--- src/hdl/mkdr_pkg.sv ---
`default_nettype none

package mkdr_pkg;

   localparam int unsigned ActionWidth = 2;
   localparam int unsigned ScanWidth   = 6;
   localparam int unsigned KeyWidth    = 3;
   localparam int unsigned CsrWidth    = 8;
   localparam int unsigned CsrIdxWidth = 2;

   localparam logic [ActionWidth-1:0] ACT_POLL       = 2'd0;
   localparam logic [ActionWidth-1:0] ACT_TICK_DEB   = 2'd1;
   localparam logic [ActionWidth-1:0] ACT_TICK_LONG  = 2'd2;

   localparam logic [KeyWidth-1:0] KEY_NONE   = 3'd0;
   localparam logic [KeyWidth-1:0] KEY_SCAN   = 3'd1;
   localparam logic [KeyWidth-1:0] KEY_UP     = 3'd2;
   localparam logic [KeyWidth-1:0] KEY_CONFIG = 3'd3;
   localparam logic [KeyWidth-1:0] KEY_BAND   = 3'd4;
   localparam logic [KeyWidth-1:0] KEY_MODE   = 3'd5;
   localparam logic [KeyWidth-1:0] KEY_DOWN   = 3'd6;
   localparam logic [KeyWidth-1:0] KEY_UPDOWN = 3'd7;

   localparam int unsigned BIT_SCAN   = 0;
   localparam int unsigned BIT_UP     = 1;
   localparam int unsigned BIT_CONFIG = 2;
   localparam int unsigned BIT_BAND   = 3;
   localparam int unsigned BIT_MODE   = 4;
   localparam int unsigned BIT_DOWN   = 5;

   localparam logic [CsrIdxWidth-1:0] CSR_DEBOUNCE_TIME   = 2'd0;
   localparam logic [CsrIdxWidth-1:0] CSR_LONG_PRESS_TIME = 2'd1;
   localparam logic [CsrIdxWidth-1:0] CSR_REPEAT_INTERVAL = 2'd2;

   localparam logic [CsrWidth-1:0] DEBOUNCE_TIME_RESET   = 8'd10;
   localparam logic [CsrWidth-1:0] LONG_PRESS_TIME_RESET = 8'd2;
   localparam logic [CsrWidth-1:0] REPEAT_INTERVAL_RESET = 8'd4;

   typedef struct packed {
      logic [ActionWidth-1:0] action;
      logic [ScanWidth-1:0]   first_scan;
      logic [ScanWidth-1:0]   second_scan;
   } req_payload_type;

   typedef struct packed {
      logic [KeyWidth-1:0] key_code;
      logic                long_press;
      logic                click;
   } rsp_payload_type;

endpackage

`default_nettype wire

--- src/hdl/mkdr_key_encode.sv ---
`default_nettype none

module mkdr_key_encode
   import mkdr_pkg::*;
(
   input  wire logic [ScanWidth-1:0] contacts,
   output logic      [KeyWidth-1:0]  key_code
);

   logic [KeyWidth-1:0] base_key;

   // later contacts win
   always_comb begin
      base_key = KEY_NONE;
      if (contacts[BIT_SCAN])   base_key = KEY_SCAN;
      if (contacts[BIT_UP])     base_key = KEY_UP;
      if (contacts[BIT_CONFIG]) base_key = KEY_CONFIG;
      if (contacts[BIT_BAND])   base_key = KEY_BAND;
      if (contacts[BIT_MODE])   base_key = KEY_MODE;
   end

   always_comb begin
      key_code = base_key;
      if (contacts[BIT_DOWN]) begin
         key_code = (base_key == KEY_UP) ? KEY_UPDOWN : KEY_DOWN;
      end
   end

endmodule

`default_nettype wire

--- src/hdl/matrix_keypad_debounce_repeat.sv ---
// a poll passes the input register, then the result register; it waits while the output stalls
// throughput: one item per cycle while no poll waits on a stalled output; ticks produce no result
// reset: synchronous, clears counters, last key, long-press flag and both valid stages,
// and loads debounce_time 10, long_press_time 2, repeat_interval 4
`default_nettype none

module matrix_keypad_debounce_repeat
   import mkdr_pkg::*;
#(
   parameter int unsigned COUNTER_BITS = 8
) (
   input  wire logic                   clock,
   input  wire logic                   reset,

   input  wire logic                   req_valid,
   output logic                        req_stall,
   input  wire req_payload_type        req_payload,

   output logic                        rsp_valid,
   input  wire logic                   rsp_stall,
   output rsp_payload_type             rsp_payload,

   input  wire logic                   csr_we,
   input  wire logic [CsrIdxWidth-1:0] csr_index,
   input  wire logic [CsrWidth-1:0]    csr_wdata
);

   localparam int unsigned CmpWidth = (COUNTER_BITS > CsrWidth) ? COUNTER_BITS : CsrWidth;
   localparam logic [CmpWidth-1:0] CntMax = CmpWidth'({COUNTER_BITS{1'b1}});

   function automatic logic [COUNTER_BITS-1:0] clamp_load(input logic [CsrWidth-1:0] v);
      logic [CmpWidth-1:0] ext;
      ext = CmpWidth'(v);
      clamp_load = (ext > CntMax) ? CntMax[COUNTER_BITS-1:0] : ext[COUNTER_BITS-1:0];
   endfunction

   logic [CsrWidth-1:0]     debounce_time_ff;
   logic [CsrWidth-1:0]     long_press_time_ff;
   logic [CsrWidth-1:0]     repeat_interval_ff;

   logic                    in_valid_ff;
   logic                    in_valid_in;
   req_payload_type         in_payload_ff;

   logic                    rsp_valid_ff;
   logic                    rsp_valid_in;
   rsp_payload_type         rsp_payload_ff;
   rsp_payload_type         rsp_payload_in;

   logic [COUNTER_BITS-1:0] debounce_count_ff;
   logic [COUNTER_BITS-1:0] debounce_count_in;
   logic [COUNTER_BITS-1:0] hold_count_ff;
   logic [COUNTER_BITS-1:0] hold_count_in;
   logic [KeyWidth-1:0]     last_key_ff;
   logic [KeyWidth-1:0]     last_key_in;
   logic                    long_flag_ff;
   logic                    long_flag_in;

   logic [KeyWidth-1:0]     first_key;
   logic [KeyWidth-1:0]     second_key;
   logic [KeyWidth-1:0]     key;
   logic                    click;
   logic                    is_poll;
   logic                    out_free;
   logic                    fire;

   mkdr_key_encode u_encode_first (
      .contacts (in_payload_ff.first_scan),
      .key_code (first_key)
   );

   mkdr_key_encode u_encode_second (
      .contacts (in_payload_ff.second_scan),
      .key_code (second_key)
   );

   assign is_poll   = (in_payload_ff.action == ACT_POLL);
   assign out_free  = !rsp_valid_ff || !rsp_stall;
   assign fire      = in_valid_ff && (!is_poll || out_free);
   assign req_stall = in_valid_ff && !fire;

   assign in_valid_in = (req_valid && !req_stall) || (in_valid_ff && !fire);

   always_comb begin
      debounce_count_in = debounce_count_ff;
      hold_count_in     = hold_count_ff;
      last_key_in       = last_key_ff;
      long_flag_in      = long_flag_ff;
      key               = KEY_NONE;
      click             = 1'b0;
      if (fire) begin
         unique case (in_payload_ff.action)
            ACT_TICK_DEB: begin
               if (debounce_count_ff != '0) debounce_count_in = debounce_count_ff - 1'b1;
            end
            ACT_TICK_LONG: begin
               if (hold_count_ff != '0) hold_count_in = hold_count_ff - 1'b1;
            end
            ACT_POLL: begin
               if (debounce_count_ff == '0) begin
                  key = (first_key == second_key) ? first_key : KEY_NONE;
                  if (key != KEY_NONE) begin
                     click             = 1'b1;
                     debounce_count_in = clamp_load(debounce_time_ff);
                     if (key == last_key_ff) begin
                        if (hold_count_ff == '0) begin
                           // held up or down auto-repeats
                           if (key == KEY_UP || key == KEY_DOWN) begin
                              debounce_count_in = clamp_load(repeat_interval_ff);
                           end
                           long_flag_in = 1'b1;
                        end
                     end else begin
                        hold_count_in = clamp_load(long_press_time_ff);
                        last_key_in   = key;
                        long_flag_in  = 1'b0;
                     end
                  end else begin
                     last_key_in = KEY_NONE;
                  end
               end
            end
            default: begin
            end
         endcase
      end
   end

   always_comb begin
      rsp_payload_in.key_code   = key;
      rsp_payload_in.long_press = long_flag_in;
      rsp_payload_in.click      = click;
   end

   assign rsp_valid_in = (fire && is_poll) || (rsp_valid_ff && rsp_stall);

   always_ff @(posedge clock) begin
      if (reset) begin
         debounce_time_ff   <= DEBOUNCE_TIME_RESET;
         long_press_time_ff <= LONG_PRESS_TIME_RESET;
         repeat_interval_ff <= REPEAT_INTERVAL_RESET;
      end else if (csr_we) begin
         unique case (csr_index)
            CSR_DEBOUNCE_TIME:   debounce_time_ff   <= csr_wdata;
            CSR_LONG_PRESS_TIME: long_press_time_ff <= csr_wdata;
            CSR_REPEAT_INTERVAL: repeat_interval_ff <= csr_wdata;
            default: begin
            end
         endcase
      end
   end

   always_ff @(posedge clock) begin
      if (reset) begin
         in_valid_ff       <= 1'b0;
         rsp_valid_ff      <= 1'b0;
         debounce_count_ff <= '0;
         hold_count_ff     <= '0;
         last_key_ff       <= KEY_NONE;
         long_flag_ff      <= 1'b0;
      end else begin
         in_valid_ff       <= in_valid_in;
         rsp_valid_ff      <= rsp_valid_in;
         debounce_count_ff <= debounce_count_in;
         hold_count_ff     <= hold_count_in;
         last_key_ff       <= last_key_in;
         long_flag_ff      <= long_flag_in;
      end
   end

   // payload registers
   always_ff @(posedge clock) begin
      if (req_valid && !req_stall) in_payload_ff <= req_payload;
      if (fire && is_poll) rsp_payload_ff <= rsp_payload_in;
   end

   assign rsp_valid   = rsp_valid_ff;
   assign rsp_payload = rsp_payload_ff;

endmodule

`default_nettype wire

--- config.mk ---
export PLATFORM = sky130hd
export DESIGN_NAME = matrix_keypad_debounce_repeat
export DESIGN_NICKNAME = d
export VERILOG_FILES = /design/src/hdl/mkdr_pkg.sv /design/src/hdl/mkdr_key_encode.sv /design/src/hdl/matrix_keypad_debounce_repeat.sv
export SDC_FILE = /design/constraint.sdc
export NUM_CORES = 1
export LEC_CHECK = 0
export BUFFER_PORTS_ARGS = -buffer_cell sky130_fd_sc_hd__buf_2
export CORE_UTILIZATION = 52
export DETAILED_ROUTE_END_ITERATION = 8
export GPL_ROUTABILITY_DRIVEN = 0
export PLACE_DENSITY = 0.72
export SYNTH_ARGS = -nofsm -noshare
export SYNTH_HDL_FRONTEND = slang
export SYNTH_SLANG_ARGS = --single-unit
--- constraint.sdc ---
create_clock -name clock -period 3.9 [get_ports clock]
set_input_delay 0.39 -clock clock [delete_from_list [all_inputs] [get_ports clock]]
set_output_delay 0.39 -clock clock [all_outputs]
set_load 0.1 [all_outputs]
==> summary.md <==
| Metric | Value |
|---|---|
| Utilization after layout | 61.7% |
| Hold_buf cts | 0 |
| Die Width | 81.5 um |
| First-pass GRT wire length | 10,800 um |
| Measured slew at the worst slew-check pin | 1090 ps |
| Total Wirelength | 6580 um |
| Startpoint Class | flip-flop |
| CTS tree | built |
| Setup TNS | 0 ps |
| Die Area | 6640 sq um |
| Final hold viol count | 0 |
| Vias in the first global route | 2,213 |
| Leading area contributor after synthesis | dfxtp_1 |
| H-tree depth | 3 |
| Worst skew pair latency | 350 ps |
| Post-Synth Adder-Cell Area | 1.14% |
| Hold_sp | req_payload[10] |
| Crit path DAT | 3110 ps |
| PD cells | 402 nW/um^2 |
| Share of cells above drive strength 1 | 19.0% |
| Area of the mapped netlist | 3280 sq um |
| Global-route usage over all layers | 21.8% |
| Leading register cell type out of synthesis | dfxtp_1 |
| Initial antenna violation count | 0 |
| Design area | 3700 sq um |
| Initial Util | 54.8% |
| Post-synth EDFFs | 19 |
| FF+latch count, synth | 65 |
| Top cell type's share of synthesized area | 28.0% |
| Nets | 390 |
| DRT iter0 DRCs | 197 |
| Netlist cell types | 59 |
| Synth top cells by count | nor2_1, dfxtp_1, mux2i_1 |
| Hold Path Class | in -> reg |
| Maxcap violations | 0 |
| Cells after Synth | 322 |
| Syn nets | 354 |
| CP Max Fanout | 10 |
| Root buffer cell | clkbuf_8 |
| I/O Pins | 36 |
| CP delay by family, top | compound AO/OA/AOI/OAI gates |
| Max Root-Sink Buffers | 2 |
| CTS Sinks | 65 |
| Final cell count without fillers | 438 |
| R2r startpoint | debounce_count_ff[0] |
| Total inserted antenna cells | 0 |
| Post-synthesis mux area share | 11.0% |
| Crit path from | debounce_count_ff[0] |
| Syn Area/Cell | 10.2 sq um |
| CP required | 4190 ps |
| Ranking of synthesized cells by area | dfxtp_1, edfxtp_1, mux2i_1, nor2_1, xnor2_1 |
| Via-to-Cell Ratio | 5.76 |
| Lkg Pwr | 1.55 nW |
| Worst Path Buf+Inv | 1 |
| Fin. max-slew vios | 0 |
| Die H | 81.5 um |
| Worst Clk Skew | 9.80 ps |
| Post-CTS repair timing setup buffer count | 0 |
| Critical path's slowest cell | a2111oi_2 |
| Clk slew on worst S/H paths | 70 ps |
| Worst Reg-to-Reg Cells | 7 |
| Final Cycle Share | 72.4% |
| VDD IR-drop max | 0.362 mV |
| Most frequent cell after synthesis | nor2_1 |
| Largest net degree at the start of global routing | 49 |
| Hpwl dp | 4540 um |
| First-pass DRT Iterations | 4 |
| Max incr delay on CP | 1000 ps |
| Area growth syn-to-layout | 12.6% |
| Post-CTS Resized | 0 |
| Sequential share of the synthesized area | 45.4% |
| Crit. End Element | flip-flop |
| Worst path cell trace | inv_1 -> ha_1 -> nor3b_2 -> and3_1 -> a2111oi_2 -> a21boi_4 -> o221a_1 |
| TritonCTS Buffers | 9 |
| Final min period | 2820 ps |
| Post-synthesis xor/xnor area fraction | 4.54% |
| Rel. slew slack | 26.9% |
| Critical path depth | 7 |
| Core area | 5990 sq um |
| Placed Area | 3520 sq um |
| DRC viols | 0 |
| Hold path cells | 1 |
| Port Buf Inserts | 35 |
| Achievable Freq | 354 MHz |
| Synth Area in Simple Gates | 20.4% |
| WS Path Type | reg -> reg |
| Gr ovfl total | 0 |
| Ys async rst share | 0% |
| Synthesis Warnings | 0 |
| Placed cell count | 422 |
| FP Rows | 28 |
| Wirelength per Cell | 15.0 um |
| Status | completed |
| Largest family of logic cells by synthesized area | simple AND/OR/NAND/NOR gates |
| RSZ-0062 raised after global routing | no |
| Final setup fails | 0 |
| Routed vias | 2,524 |
| Post-DRT Antenna Nets | 0 |
| Post-synthesis compound-gate area fraction | 14.6% |
## sequential cells by signal, summed over array words and instances (netlist names)
signal              flops
in_payload_ff          14
debounce_count_ff       8
debounce_time_ff        8
hold_count_ff           8
long_press_time_ff      8
repeat_interval_ff      8
rsp_payload             5
last_key_ff             3
in_valid_ff             1
long_flag_ff            1
rsp_valid               1
## through the flow
step / setup slack [ps] / hold slack, ps / total power, mW
2_1_floorplan: 326 / 436 / 0.935
3_3_place_gp: 1130 / 450 / 0.986
3_5_place_dp: 1160 / 464 / 0.990
4_1_cts: 1140 / 199 / 1.50
5_1_grt: 920 / 197 / 1.56
6_report: 1080 / 213 / 1.49
## kinds of logic after synthesis
kind of cell | Yosys count
adder cells (fa/ha/maj) | 3
flip-flops | 65
AND/OR/NAND/NOR | 118
multiplexers | 36
buffers and inverters | 25
AO/OA/AOI/OAI | 58
XOR/XNOR | 17
## final timing paths
kind                            slack (ps)                    end
worst max-delay path                  1080   debounce_count_ff[4]
worst min-delay path                   210      in_payload_ff[10]
worst max register to register        1080   debounce_count_ff[4]
worst min register to register         480  long_press_time_ff[1]
## report_power, final
part	total [mW]	switching, mW	internal [mW]
Combinational	0.232	0.132	0.100
Sequential	0.747	0.0240	0.723
Clock	0.508	0.246	0.263
## layer usage
| metal | vias to the layer above | GRT usage, % | wire, um |
|---|---|---|---|
| met5 | - | 0 | 0 |
| met4 | 0 | 6.43 | 87 |
| met3 | 6 | 7.33 | 320 |
| met2 | 63 | 31.1 | 2970 |
| met1 | 1211 | 31.1 | 3200 |
| li1 | 1244 | - | - |
## cell usage in the layout, fill, tap and decap left out, types with 4 or more instances in the layout
master / count
edfxtp_1: 19
dfxtp_1: 46
clkbuf_8: 11
nor4_1: 7
a211o_1: 10
o221a_1: 6
nand2_1: 7
nand2b_1: 9
xnor2_1: 11
xor2_1: 6
or3_1: 4
buf_2: 35
a21oi_1: 17
o21ai_0: 7
mux2i_1: 36
nor2_1: 51
nor3_1: 6
inv_1: 12
## final cells by class
cell class,count,area (sq um)
tap,75,93.8
timing repair buffer,37,190
fill,518,2290
sequential,65,1490
multi-input combinational,232,1700
clock buffer,13,159
inverter,13,48.8
clock inverter,3,15.0
Power figures use the tool's default switching activity.
